### config.mk
export PLATFORM = sky130hd
export DESIGN_NAME = cubic_bspline_point_inserter
export DESIGN_NICKNAME = d
export VERILOG_FILES = /design/src/hw/rtl/cbpi_pkg.sv /design/src/hw/rtl/cbpi_weights.sv /design/src/hw/rtl/cbpi_mac.sv /design/src/hw/rtl/cbpi_div.sv /design/src/hw/rtl/cubic_bspline_point_inserter.sv
export SDC_FILE = /design/constraint.sdc
export NUM_CORES = 2
export LEC_CHECK = 0
export ABC_CLOCK_PERIOD_IN_PS = 11500
export BUFFER_PORTS_ARGS = -buffer_cell sky130_fd_sc_hd__buf_2
export CAP_MARGIN = 20
export CORE_MARGIN = 4
export CORE_UTILIZATION = 50
export DETAILED_ROUTE_END_ITERATION = 12
export HOLD_SLACK_MARGIN = 0.02
export PLACE_DENSITY = 0.66
export SYNTH_ARGS = -nofsm -noshare
export SYNTH_HDL_FRONTEND = slang
export SYNTH_SLANG_ARGS = --single-unit
### constraint.sdc
create_clock -name clk -period 11.5 [get_ports clk]
set_clock_uncertainty 0.05 [all_clocks]
set_input_delay 2.3 -clock clk [delete_from_list [all_inputs] [get_ports clk]]
set_output_delay 2.3 -clock clk [all_outputs]
set_load 0.005 [all_outputs]
### src/hw/rtl/cbpi_pkg.sv
`timescale 1ns / 1ps

package cbpi_pkg;

	// Coordinate width; the binary point passes through the weighted sums unchanged.
	localparam int CW         = 32;
	localparam int MAX_INSERT = 30;
	localparam int IBW        = 5;

	// Largest number of samples on one segment.
	localparam int NMAX = MAX_INSERT + 1;
	// Width of the segment length n and of the sample index j.
	localparam int NBW  = $clog2(NMAX + 1);
	// Width of a cube of values up to 2*NMAX; every weight and 6*n^3 fits in it.
	localparam int CF   = $clog2(8 * NMAX * NMAX * NMAX + 1);
	// Index width of the cube table.
	localparam int TIW  = $clog2(2 * NMAX + 1);
	// Node width: mirrored nodes need two more bits than a coordinate.
	localparam int EW   = CW + 2;
	// Product and accumulator widths.
	localparam int PW   = EW + CF + 1;
	localparam int ACW  = PW + 2;
	// Numerator of the rounding division, and quotient bits the divider resolves.
	localparam int NW   = ACW + 2;
	localparam int QW   = EW + 1;

	typedef struct packed {
		logic signed [CW-1:0] point_x;
		logic signed [CW-1:0] point_y;
		logic [IBW-1:0]       insert_count;
		logic                 final_point;
	} in_t;

	typedef struct packed {
		logic signed [CW-1:0] curve_x;
		logic signed [CW-1:0] curve_y;
		logic                 run_end;
		logic                 curve_end;
	} out_t;

	typedef struct packed {
		logic [CF-1:0] c0;
		logic [CF-1:0] c1;
		logic [CF-1:0] c2;
		logic [CF-1:0] c3;
		logic [CF-1:0] d;
	} weights_t;

	typedef struct packed {
		logic clr;
		logic mul_en;
		logic acc_en;
	} mac_ctrl_t;

	typedef logic [CF-1:0] cube_tbl_t [0:2*NMAX];

	function automatic cube_tbl_t build_cube();
		cube_tbl_t t;
		for (int i = 0; i <= 2 * NMAX; i++) begin
			t[i] = CF'(i * i * i);
		end
		return t;
	endfunction

	localparam cube_tbl_t CUBE_TBL = build_cube();

endpackage

### src/hw/rtl/cbpi_weights.sv
`timescale 1ns / 1ps

module cbpi_weights import cbpi_pkg::*; (
	input  logic           clk,
	input  logic           load,
	input  logic [NBW-1:0] n,
	input  logic [NBW-1:0] j,
	output weights_t       w
);

	logic [NBW-1:0] u;
	logic [TIW-1:0] nu_idx;
	logic [TIW-1:0] nj_idx;
	logic [CF-1:0]  cube_u;
	logic [CF-1:0]  cube_j;
	logic [CF-1:0]  cube_n;
	logic [CF+1:0]  c1_full;
	logic [CF+1:0]  c2_full;
	logic [CF+1:0]  d_full;
	weights_t       w_d;

	// With u = n - j the cubic basis weights are u^3, (n+u)^3 - 4u^3,
	// (n+j)^3 - 4j^3 and j^3, over a common denominator of 6n^3.
	always_comb begin
		u       = n - j;
		nu_idx  = TIW'(n) + TIW'(u);
		nj_idx  = TIW'(n) + TIW'(j);
		cube_u  = CUBE_TBL[TIW'(u)];
		cube_j  = CUBE_TBL[TIW'(j)];
		cube_n  = CUBE_TBL[TIW'(n)];
		c1_full = (CF+2)'(CUBE_TBL[nu_idx]) - {cube_u, 2'b00};
		c2_full = (CF+2)'(CUBE_TBL[nj_idx]) - {cube_j, 2'b00};
		d_full  = {cube_n, 2'b00} + {1'b0, cube_n, 1'b0};
		w_d.c0  = cube_u;
		w_d.c1  = c1_full[CF-1:0];
		w_d.c2  = c2_full[CF-1:0];
		w_d.c3  = cube_j;
		w_d.d   = d_full[CF-1:0];
	end

	always_ff @(posedge clk) begin
		if (load) begin
			w <= w_d;
		end
	end

endmodule

### src/hw/rtl/cbpi_mac.sv
`timescale 1ns / 1ps

module cbpi_mac import cbpi_pkg::*; (
	input  logic                  clk,
	input  logic                  arst_n,
	input  mac_ctrl_t             ctrl,
	input  logic [CF-1:0]         coef,
	input  logic signed [EW-1:0]  node,
	output logic signed [ACW-1:0] acc
);

	logic signed [PW-1:0]  prod_q;
	logic signed [ACW-1:0] acc_q;

	assign acc = acc_q;

	// The product is registered and added to the accumulator in the cycle after.
	always_ff @(posedge clk or negedge arst_n) begin
		if (!arst_n) begin
			prod_q <= '0;
			acc_q  <= '0;
		end else begin
			if (ctrl.mul_en) begin
				prod_q <= node * $signed({1'b0, coef});
			end
			if (ctrl.clr) begin
				acc_q <= '0;
			end else if (ctrl.acc_en) begin
				acc_q <= acc_q + ACW'(prod_q);
			end
		end
	end

endmodule

### src/hw/rtl/cbpi_div.sv
`timescale 1ns / 1ps

module cbpi_div import cbpi_pkg::*; (
	input  logic                  clk,
	input  logic                  arst_n,
	input  logic                  start,
	input  logic signed [ACW-1:0] acc,
	input  logic [CF-1:0]         d,
	output logic                  done,
	output logic signed [CW-1:0]  res
);

	typedef enum logic [1:0] {
		D_IDLE,
		D_PREP,
		D_RUN,
		D_DONE
	} dstate_t;

	localparam int CNTW = $clog2(QW + 1);
	localparam logic signed [QW:0] SAT_HI = $signed({{(QW + 2 - CW){1'b0}}, {(CW - 1){1'b1}}});
	localparam logic signed [QW:0] SAT_LO = ~SAT_HI;

	dstate_t              st_q;
	logic [CF:0]          den_q;
	logic [CF:0]          rem_q;
	logic [QW-1:0]        lo_q;
	logic [QW-1:0]        quo_q;
	logic                 neg_q;
	logic [CNTW-1:0]      cnt_q;
	logic                 done_q;
	logic signed [CW-1:0] res_q;

	logic signed [NW-1:0] num;
	logic [NW-1:0]        mag;
	logic [CF+1:0]        trial;
	logic                 fits;
	logic signed [QW:0]   qs;

	assign done = done_q;
	assign res  = res_q;

	// The rounded sample is floor((2S + d) / 2d). A negative numerator is
	// turned into a magnitude that gives the floor after negation.
	always_comb begin
		num   = (NW'(acc) <<< 1) + $signed(NW'({1'b0, d}));
		mag   = num[NW-1] ? (NW'({d, 1'b0}) + ~num) : num;
		trial = {rem_q, lo_q[QW-1]};
		fits  = trial >= (CF+2)'(den_q);
		qs    = neg_q ? -$signed({1'b0, quo_q}) : $signed({1'b0, quo_q});
	end

	always_ff @(posedge clk or negedge arst_n) begin
		if (!arst_n) begin
			st_q   <= D_IDLE;
			den_q  <= '0;
			rem_q  <= '0;
			lo_q   <= '0;
			quo_q  <= '0;
			neg_q  <= 1'b0;
			cnt_q  <= '0;
			done_q <= 1'b0;
			res_q  <= '0;
		end else begin
			done_q <= 1'b0;
			unique case (st_q)
				D_IDLE: begin
					if (start) begin
						st_q <= D_PREP;
					end
				end
				D_PREP: begin
					den_q <= {d, 1'b0};
					neg_q <= num[NW-1];
					// The high part is below the divisor since the quotient fits QW bits.
					rem_q <= mag[QW+CF:QW];
					lo_q  <= mag[QW-1:0];
					quo_q <= '0;
					cnt_q <= CNTW'(QW);
					st_q  <= D_RUN;
				end
				D_RUN: begin
					if (fits) begin
						rem_q <= (CF+1)'(trial - (CF+2)'(den_q));
					end else begin
						rem_q <= trial[CF:0];
					end
					lo_q  <= lo_q << 1;
					quo_q <= {quo_q[QW-2:0], fits};
					cnt_q <= cnt_q - CNTW'(1);
					if (cnt_q == CNTW'(1)) begin
						st_q <= D_DONE;
					end
				end
				D_DONE: begin
					if (qs > SAT_HI) begin
						res_q <= SAT_HI[CW-1:0];
					end else if (qs < SAT_LO) begin
						res_q <= SAT_LO[CW-1:0];
					end else begin
						res_q <= qs[CW-1:0];
					end
					done_q <= 1'b1;
					st_q   <= D_IDLE;
				end
				default: begin
					st_q <= D_IDLE;
				end
			endcase
		end
	end

endmodule

### src/hw/rtl/cubic_bspline_point_inserter.sv
`timescale 1ns / 1ps

// Uniform cubic B-spline point inserter.
// Control points enter on in_item (valid/ready); curve samples leave on
// out_item (valid/ready). Each point is held until three are known; each
// completed segment then yields insert_count+1 samples, and the final point
// flushes the last segments plus the end sample. run_end marks the last
// sample caused by an item, curve_end the last sample of the curve.
// A point that yields no sample only moves the history. Each sample takes,
// per coordinate, a four-product multiply-accumulate and then
// a 35-step restoring division for the rounding, both units shared by x and
// y. An item that yields samples keeps in_ready low until its last one is loaded.
// The output register lets the last sample of an item wait while the next
// item is taken; a stalled receiver holds the sequencer at the point where
// a new sample would be written, with no sample lost.
// Reset clears the point history, so the next point starts a new curve;
// the same happens after each final point.
module cubic_bspline_point_inserter import cbpi_pkg::*; (
	input  logic clk,
	input  logic arst_n,
	input  logic in_valid,
	output logic in_ready,
	input  in_t  in_item,
	output logic out_valid,
	input  logic out_ready,
	output out_t out_item
);

	typedef enum logic [2:0] {
		S_IDLE,
		S_SETUP,
		S_MAC,
		S_WAIT,
		S_EMIT
	} state_t;

	typedef logic [3:0][EW-1:0] nodes_t;

	state_t               st_q;
	logic signed [CW-1:0] rx_q [3];
	logic signed [CW-1:0] ry_q [3];
	logic [IBW-1:0]       pc_q [2];
	logic [1:0]           seen_q;
	logic signed [CW-1:0] px_q;
	logic signed [CW-1:0] py_q;
	logic [IBW-1:0]       ins_q;
	logic                 fin_q;
	logic                 seg_q;
	logic [NBW-1:0]       n_q;
	logic [NBW-1:0]       j_q;
	logic [NBW-1:0]       jl_q;
	logic                 coord_q;
	logic [2:0]           k_q;
	logic signed [CW-1:0] resx_q;
	logic signed [CW-1:0] resy_q;
	logic                 out_valid_q;
	out_t                 out_q;

	weights_t              w;
	mac_ctrl_t             mac_ctrl;
	logic [CF-1:0]         coef;
	logic signed [EW-1:0]  node;
	logic signed [ACW-1:0] acc;
	logic                  div_start;
	logic                  div_done;
	logic signed [CW-1:0]  div_res;
	nodes_t                nx;
	nodes_t                ny;
	logic [IBW-1:0]        ins_sat;
	logic                  last_sample;
	logic                  out_load;

	function automatic logic [EW-1:0] mirror(input logic signed [CW-1:0] a,
		input logic signed [CW-1:0] b);
		mirror = (EW'(a) <<< 1) - EW'(b);
	endfunction

	// Nodes of the current segment; the ends are extended by mirroring.
	function automatic nodes_t sel_nodes(input logic signed [CW-1:0] r0,
		input logic signed [CW-1:0] r1, input logic signed [CW-1:0] r2,
		input logic signed [CW-1:0] p, input logic [1:0] seen, input logic seg);
		nodes_t e;
		if (!seg) begin
			e[0] = (seen == 2'd3) ? EW'(r0) : mirror(r1, r2);
			e[1] = EW'(r1);
			e[2] = EW'(r2);
			e[3] = EW'(p);
		end else if (seen == 2'd0) begin
			e[0] = EW'(p);
			e[1] = EW'(p);
			e[2] = EW'(p);
			e[3] = EW'(p);
		end else begin
			e[0] = (seen == 2'd1) ? mirror(r2, p) : EW'(r1);
			e[1] = EW'(r2);
			e[2] = EW'(p);
			e[3] = mirror(p, r2);
		end
		return e;
	endfunction

	cbpi_weights u_weights (
		.clk  (clk),
		.load (st_q == S_SETUP),
		.n    (n_q),
		.j    (j_q),
		.w    (w)
	);

	cbpi_mac u_mac (
		.clk    (clk),
		.arst_n (arst_n),
		.ctrl   (mac_ctrl),
		.coef   (coef),
		.node   (node),
		.acc    (acc)
	);

	cbpi_div u_div (
		.clk    (clk),
		.arst_n (arst_n),
		.start  (div_start),
		.acc    (acc),
		.d      (w.d),
		.done   (div_done),
		.res    (div_res)
	);

	assign in_ready  = (st_q == S_IDLE);
	assign out_valid = out_valid_q;
	assign out_item  = out_q;

	always_comb begin
		ins_sat = (in_item.insert_count > IBW'(MAX_INSERT)) ? IBW'(MAX_INSERT)
			: in_item.insert_count;
		nx = sel_nodes(rx_q[0], rx_q[1], rx_q[2], px_q, seen_q, seg_q);
		ny = sel_nodes(ry_q[0], ry_q[1], ry_q[2], py_q, seen_q, seg_q);
		case (k_q[1:0])
			2'd0:    coef = w.c0;
			2'd1:    coef = w.c1;
			2'd2:    coef = w.c2;
			default: coef = w.c3;
		endcase
		node = coord_q ? $signed(ny[k_q[1:0]]) : $signed(nx[k_q[1:0]]);
		mac_ctrl.clr    = (st_q == S_SETUP) || (st_q == S_WAIT && div_done && !coord_q);
		mac_ctrl.mul_en = (st_q == S_MAC) && (k_q != 3'd4);
		mac_ctrl.acc_en = (st_q == S_MAC) && (k_q != 3'd0);
		div_start       = (st_q == S_MAC) && (k_q == 3'd4);
		last_sample     = (j_q == jl_q) && (seg_q || !fin_q);
		out_load        = (st_q == S_EMIT) && (!out_valid_q || out_ready);
	end

	always_ff @(posedge clk or negedge arst_n) begin
		if (!arst_n) begin
			st_q        <= S_IDLE;
			rx_q        <= '{default: '0};
			ry_q        <= '{default: '0};
			pc_q        <= '{default: '0};
			seen_q      <= '0;
			px_q        <= '0;
			py_q        <= '0;
			ins_q       <= '0;
			fin_q       <= 1'b0;
			seg_q       <= 1'b0;
			n_q         <= '0;
			j_q         <= '0;
			jl_q        <= '0;
			coord_q     <= 1'b0;
			k_q         <= '0;
			resx_q      <= '0;
			resy_q      <= '0;
			out_valid_q <= 1'b0;
			out_q       <= '0;
		end else begin
			if (out_load) begin
				out_valid_q <= 1'b1;
			end else if (out_ready) begin
				out_valid_q <= 1'b0;
			end
			unique case (st_q)
				S_IDLE: begin
					if (in_valid) begin
						px_q  <= in_item.point_x;
						py_q  <= in_item.point_y;
						ins_q <= ins_sat;
						fin_q <= in_item.final_point;
						j_q   <= '0;
						if (seen_q >= 2'd2) begin
							seg_q <= 1'b0;
							n_q   <= NBW'(pc_q[0]) + NBW'(1);
							jl_q  <= NBW'(pc_q[0]);
							st_q  <= S_SETUP;
						end else if (in_item.final_point) begin
							seg_q <= 1'b1;
							if (seen_q == 2'd0) begin
								n_q  <= NBW'(1);
								jl_q <= '0;
							end else begin
								n_q  <= NBW'(pc_q[1]) + NBW'(1);
								jl_q <= NBW'(pc_q[1]) + NBW'(1);
							end
							st_q <= S_SETUP;
						end else begin
							// Too few points for a segment: only the history moves.
							rx_q   <= '{rx_q[1], rx_q[2], in_item.point_x};
							ry_q   <= '{ry_q[1], ry_q[2], in_item.point_y};
							pc_q   <= '{pc_q[1], ins_sat};
							seen_q <= seen_q + 2'd1;
						end
					end
				end
				S_SETUP: begin
					coord_q <= 1'b0;
					k_q     <= '0;
					st_q    <= S_MAC;
				end
				S_MAC: begin
					k_q <= k_q + 3'd1;
					if (k_q == 3'd4) begin
						st_q <= S_WAIT;
					end
				end
				S_WAIT: begin
					if (div_done) begin
						if (!coord_q) begin
							resx_q  <= div_res;
							coord_q <= 1'b1;
							k_q     <= '0;
							st_q    <= S_MAC;
						end else begin
							resy_q <= div_res;
							st_q   <= S_EMIT;
						end
					end
				end
				S_EMIT: begin
					if (out_load) begin
						out_q.curve_x   <= resx_q;
						out_q.curve_y   <= resy_q;
						out_q.run_end   <= last_sample;
						out_q.curve_end <= last_sample && fin_q;
						if (last_sample) begin
							if (fin_q) begin
								rx_q   <= '{default: '0};
								ry_q   <= '{default: '0};
								pc_q   <= '{default: '0};
								seen_q <= '0;
							end else begin
								rx_q   <= '{rx_q[1], rx_q[2], px_q};
								ry_q   <= '{ry_q[1], ry_q[2], py_q};
								pc_q   <= '{pc_q[1], ins_q};
								seen_q <= (seen_q == 2'd3) ? 2'd3 : seen_q + 2'd1;
							end
							st_q <= S_IDLE;
						end else if (j_q == jl_q) begin
							// Move on to the closing segment of the curve.
							seg_q <= 1'b1;
							j_q   <= '0;
							n_q   <= NBW'(pc_q[1]) + NBW'(1);
							jl_q  <= NBW'(pc_q[1]) + NBW'(1);
							st_q  <= S_SETUP;
						end else begin
							j_q  <= j_q + NBW'(1);
							st_q <= S_SETUP;
						end
					end
				end
				default: begin
					st_q <= S_IDLE;
				end
			endcase
		end
	end

endmodule

* Word-level counts from Yosys, hierarchy flattened
Memories as Yosys holds them, arrays and structs flattened.
Index checks and enable logic that the tools add are counted.
** Operators by class
- Add/sub/neg operators :: 23
- Multiply operators :: 1
- Div/mod/pow operators :: 0
- Magnitude comparators :: 11
- Eq/ne operators :: 28
- Shift operators :: 0
- Muxes and demuxes :: 110
- Bitwise operators :: 7
- Reductions and logical operators :: 36
** Operator list (count)
- $mux W96 :: 12
- $mux W136 :: 4
- $pmux W96 S2 :: 2
- $mux W34 :: 7
- $sub A33 B32 Y34 :: 6
- $mux W18 :: 8
- $pmux W35 S2 :: 2
- $bmux W34 S2 :: 2
- $mux W55 :: 2
- $mux W5 :: 16
- $mux W32 :: 2
- $mux W10 :: 6
- $add A56 B19 Y57 :: 1
- $add A55 B53 Y55 :: 1
- $add A19 B54 Y54 :: 1
- $mux W54 :: 1
- $not A54 Y54 :: 1
- $pmux W18 S3 :: 1
- $mul A34 B19 Y53 :: 1
- $pmux W19 S2 :: 1
- $gt A36 B32 Y1 const B :: 1
- $lt A36 B32 Y1 const B :: 1
- $mux W36 :: 1
- $neg A35 Y36 :: 1
- other kinds (53) :: 135
** Word-level totals
- Register bits after elaboration :: 775
- Bits in latches :: 0
- Bits in writable memories :: 0
- Bits in read-only memories :: 5760
- Bits of input ports :: 74
- Output and inout bits :: 68
- Word-level logic and storage cells :: 264
- Memories kept :: 5
** Memory list
- (name not given) :: words 64, width 18, read ports 1, clocked after memory_dff 0, write ports 0, line cbpi_weights.sv:28 : cube_u = CUBE_TBL[TIW'(u)];
- (name not given) :: words 64, width 18, read ports 1, clocked after memory_dff 0, write ports 0, line cbpi_weights.sv:29 : cube_j = CUBE_TBL[TIW'(j)];
- (name not given) :: words 64, width 18, read ports 1, clocked after memory_dff 0, write ports 0, line cbpi_weights.sv:30 : cube_n = CUBE_TBL[TIW'(n)];
- (name not given) :: words 64, width 18, read ports 1, clocked after memory_dff 0, write ports 0, line cbpi_weights.sv:31 : c1_full = (CF+2)'(CUBE_TBL[nu_idx]) - {cube_u, 2'b00};
- (name not given) :: words 64, width 18, read ports 1, clocked after memory_dff 0, write ports 0, line cbpi_weights.sv:32 : c2_full = (CF+2)'(CUBE_TBL[nj_idx]) - {cube_j, 2'b00};

* Longest topological paths before layout
- Depth in word-level cells :: 8
- Gate-level depth with buffers :: 42
- Mapped depth without buffers :: 39

* Modules after synthesis
A second synthesis with hierarchy kept.
** Unflattened totals
- Cell total of the unflattened synthesis :: 10002
- Area total of the unflattened synthesis :: 84118.2 µm²
** Modules (own cells, without submodules)
- cubic_bspline_point_inserter :: instances 1, cells each 4170, area each 33719.8 µm², sequential area each 10710.3 µm²
- cbpi_mac :: instances 1, cells each 3245, area each 28889.0 µm², sequential area each 2702.6 µm²
- cbpi_div :: instances 1, cells each 1506, area each 12259.3 µm², sequential area each 3728.6 µm²
- cbpi_weights :: instances 1, cells each 1081, area each 9250.1 µm², sequential area each 2492.4 µm²

* Least setup slack after synthesis
No wires, ideal clock.
- Path kind :: register -> register
- From :: reg ry_q[0] (netlist bit)
- To :: reg u_mac.prod_q[50]
- Setup time :: 0.130 ns
- Data arrival time :: 9.822 ns
- Data required time :: 11.320 ns
- Slack :: 1.498 ns
- Cell stages (with the launch flop) :: 40
- Path buffers :: 1
- Clock period less this slack :: 10.002 ns
- Cells stage by stage :: dfrtp_1 inv_1 fa_1 a21o_1 a21o_1 a21oi_1 o21ai_1 a21oi_1 o311ai_1 a221oi_1 o21bai_1 mux2i_1 or3_1 a32oi_1 clkbuf_1 nand2_1 fa_1 inv_1 [4 not listed] fa_1 fa_1 inv_1 fa_1 inv_1 ha_1 a21o_1 a31oi_1 o21ai_1 a21oi_1 o21ai_1 a2111oi_0 o31ai_1 a21o_1 a21o_1 a221oi_1 xor2_1 o21ai_1
** On the way
- Word-level cells in the longest chain between the ends :: 8
- Elaborated cells between the ends (all ways) :: 11
- Classes of those cells :: 3 x add/sub; 1 x mul; 7 x mux
** Ends and longest elaborated chain
- from (decl) :: line cubic_bspline_point_inserter.sv:41 : logic signed [CW-1:0] ry_q [3];
- from (signal assigned) :: line cubic_bspline_point_inserter.sv:206 : ry_q <= '{ry_q[1], ry_q[2], in_item.point_y};
- from (signal assigned) :: line cubic_bspline_point_inserter.sv:250 : ry_q <= '{ry_q[1], ry_q[2], py_q};
- $sub A33 B32 Y34 :: line cubic_bspline_point_inserter.sv:75 : mirror = (EW'(a) <<< 1) - EW'(b);
- $mux W34 :: line cubic_bspline_point_inserter.sv:94 : e[0] = (seen == 2'd1) ? mirror(r2, p) : EW'(r1);
- $mux W136 :: line cubic_bspline_point_inserter.sv:88 : end else if (seen == 2'd0) begin
- $mux W136 * :: line cubic_bspline_point_inserter.sv:83 : if (!seg) begin
- $bmux W34 S2 * :: line cubic_bspline_point_inserter.sv:144 : node = coord_q ? $signed(ny[k_q[1:0]]) : $signed(nx[k_q[1:0]]);
- $mux W34 (implied by the code) * :: line cubic_bspline_point_inserter.sv:144
- $mux W34 * :: line cubic_bspline_point_inserter.sv:144
- $mul A34 B19 Y53 * :: line cbpi_mac.sv:24 : prod_q <= node * $signed({1'b0, coef});
- to (signal assigned) :: line cbpi_mac.sv:24
- to (decl) :: line cbpi_mac.sv:12 : logic signed [PW-1:0] prod_q;
Every way passes the cells marked *; elsewhere a longest branch is shown, timed or not. The select of a mux whose other input is x is not followed.
A chain may end at the register's enable or synchronous reset.

* Final worst setup path
- From :: reg rx_q[1] (netlist bit)
- To :: reg u_mac.prod_q[50]
** On the way
- Word-level cells in the longest chain between the ends :: 8
- Elaborated cells between the ends (all ways) :: 11
- Classes of those cells :: 3 x add/sub; 1 x mul; 7 x mux
** Ends and longest elaborated chain
- from (decl) :: line cubic_bspline_point_inserter.sv:40 : logic signed [CW-1:0] rx_q [3];
- from (signal assigned) :: line cubic_bspline_point_inserter.sv:205 : rx_q <= '{rx_q[1], rx_q[2], in_item.point_x};
- from (signal assigned) :: line cubic_bspline_point_inserter.sv:249 : rx_q <= '{rx_q[1], rx_q[2], px_q};
- $sub A33 B32 Y34 :: line cubic_bspline_point_inserter.sv:75
- $mux W34 :: line cubic_bspline_point_inserter.sv:94
- $mux W136 :: line cubic_bspline_point_inserter.sv:88
- $mux W136 * :: line cubic_bspline_point_inserter.sv:83
- $bmux W34 S2 * :: line cubic_bspline_point_inserter.sv:144
- $mux W34 (implied by the code) * :: line cubic_bspline_point_inserter.sv:144
- $mux W34 * :: line cubic_bspline_point_inserter.sv:144
- $mul A34 B19 Y53 * :: line cbpi_mac.sv:24
Marks and branches as above.

==> impl_metrics.tcl <==
set metrics [dict create \
    cts_tree "built" \
    final_nets 11100 \
    cp-start-kind "flip-flop" \
    worst_ep_required_time_ns 12.04 \
    fin_ws_ns 0.484 \
    layout-drive-gt1-share 0.0798 \
    path_clk_slew_ns 0.06 \
    clock_insertion_delay_worst_skew_ns 0.76 \
    gp_congestion 0.996 \
    finalSetupViolCount 0 \
    synthDistinctLibCells 96 \
    routed.top_layer "met5" \
    final_cell_mix "nand2_1 (1320), inv_1 (1117), dfrtp_1 (679), a21oi_1 (651), fa_1 (587)" \
    slew_headroom 0.131 \
    min_path_type "flip-flop to flip-flop" \
    die_area_um2 171000 \
    initial_core_util 0.504 \
    grt_pass1_wl_um 448000 \
    seq_area_frac_synth 0.238 \
    synthArstFlopShare 0.892 \
    track_usage 0.338 \
    cts.htree.levels 3 \
    ys_warn_count 0 \
    hold_violations 0 \
    avgSynthCellArea_um2 8.28 \
    grt_remaining_overflow 0 \
    arrival_ns 11.55 \
    netlist_area_um2 82300 \
    drt_pass1_iterations 6 \
    m1WireLength_um 127000 \
    post-route-period-util 0.958 \
    syn_nets 11100 \
    drtIter0Drc 7988 \
    vias 74600 \
    cts-root-buf "clkbuf_16" \
    rsz0062_at_grt "no" \
    worst_pin_slew_ns 1.29 \
    core_region_area_um2 163000 \
    synthTopCellsByArea "dfrtp_1 (21%), fa_1 (14%), ha_1 (8.4%)" \
    crit_type "flip-flop to flip-flop" \
    cts.sinks 767 \
    timing.fmax_ghz 0.0908 \
    io_pins 142 \
    wl_met3_um 28800 \
    syn_inst 9931 \
    slowest_delay_ns 0.79 \
    layout_commonest_cell "nand2_1" \
    crit_fanout 6 \
    finalMaxSlewViolations 0 \
    fin_util 0.547 \
    route.detailed.drc 0 \
    cts.path.max_buffers 3 \
    fin_crit_ns 11.02 \
    row_count 148 \
    io_buffers 141 \
    maxCapViolations 0 \
    grt_pass1_vias 72900 \
    status "completed" \
    dr_wl_met2_um 123000 \
    fp.dieH_um 414 \
    synth_largest_area_cell "dfrtp_1" \
    syn_to_final_growth_pct 8.37 \
    finalWirelength_um 290000 \
    worstSetupEndpointType "flip-flop" \
    die_x_um 414 \
    final.setup.tns_ns 0 \
    slowest_stage "a311oi_1" \
    synth-seq-cells 767 \
    via_per_inst 6.16 \
    grt_max_degree 177 \
    cts_buffers 92 \
    drtAntennaViolNets 0 \
    cts_hold_buf 0 \
    synth_edf_count 83 \
    pre_cts_ws_ns 0.289 \
    synth_flop_cell "dfrtp_1" \
    yosysTopAreaCellShare 0.208 \
    wl_per_cell_um 24.0 \
    hpwlAfterDp_um 224000 \
    grt_antenna_before_repair 12 \
]
[layout make-up]
class	instances	area, µm²
Sequential cell	767	19600
Inverter	1134	4260
Clock buffer	121	2550
Tap cell	2175	2720
Multi-Input combinational cell	7485	56700
Antenna cell	5	12.5
Clock inverter	49	761
Timing Repair Buffer	374	2580
Fill cell	15300	74000
[critical path: cells and delay by family, from the launching register on]
| family | cells | cell delay (ns) |
|---|---|---|
| AOI/OAI and AO/OA | 16 | 4.51 |
| adders and majority gates | 8 | 3.68 |
| and+or+nand+nor | 5 | 1.35 |
| buffers and inverters | 7 | 0.66 |
| DFF | 1 | 0.43 |
| xor gates and xnor gates | 1 | 0.17 |
[logic make-up after synthesis]
kind of cell | after synthesis | synth area share
simple gates | 2826 | 0.155
compound gates | 2769 | 0.213
buf+inv | 1679 | 0.0771
fa+ha+maj | 1143 | 0.227
flops | 767 | 0.238
xor+xnor | 442 | 0.0471
mux | 305 | 0.0423
[worst paths after layout]
kind                       slack [ns]                  from                           end  cells after the start
max in group asynchronous        7.69                arst_n     u_mac.acc[36]$_DFFE_PN0P_                      3
max reg2reg                      0.48   rx_q[1]$_DFFE_PN0P_  u_mac.prod_q[50]$_DFFE_PN0P_                     37
min in group asynchronous        1.46                arst_n      out_item[41]$_DFFE_PN0P_                      1
min reg2reg                      0.42  ins_q[1]$_DFFE_PN0P_          ins_q[1]$_DFFE_PN0P_                      2
max                              0.48   rx_q[1]$_DFFE_PN0P_  u_mac.prod_q[50]$_DFFE_PN0P_                     37
min                              0.42  ins_q[1]$_DFFE_PN0P_          ins_q[1]$_DFFE_PN0P_                      2
[per-layer routing]
metal / vias up / track usage
li1: 34000 / -
met4: 10 / 0.113
met3: 564 / 0.0726
met5: - / 0
met1: 36600 / 0.484
met2: 3422 / 0.508
[through the flow]
stage,cells,hold slack (ns),instance area (µm²)
global placement,11900,0.400,85800
finish,12100,0.421,89200
CTS,12100,0.421,89100
global route,12100,0.444,89200
detailed placement,11900,0.405,85800
floorplan,9931,0.388,82300
[timing repair]
action,CTS,global route
buffers inserted,0,1
gates resized for setup,0,13
setup endpoints to repair,0,8
[synth_stat cells, types with 62 or more instances]
master    number
a211oi_1     164
a21o_1       228
a21oi_1      654
a31oi_1       91
and2_1       130
and3_1        63
clkbuf_1     491
dfrtp_1      684
edfxtp_1      83
fa_1         587
ha_1         552
inv_1       1117
mux2_1       112
mux2_2        71
mux2i_1      106
nand2_1     1325
nand2b_1      69
nand3_1      162
nor2_1       543
nor2b_1       62
nor3_1       197
o211ai_1      90
o21a_1        73
o21ai_0      364
o21ai_1      461
o31ai_1       67
xnor2_1      280
xor2_1       162
[state kept, by name, summed over array words and instances (netlist names), 3 cells and up]
name,count
j_q,5
st_q,3
u_div.quo_q,35
jl_q,5
out_item,66
n_q,5
py_q,32
u_div.rem_q,19
u_div.cnt_q,6
u_mac.acc,55
u_mac.prod_q,53
px_q,32
resx_q,32
u_div.res,32
ry_q,96
u_div.lo_q,35
u_div.den_q,17
u_weights.w,83
k_q,3
ins_q,5
resy_q,32
pc_q,10
rx_q,96
Power is not shown: default switching activity piles up to over one toggle a cycle in this logic, so the estimate is an artifact.
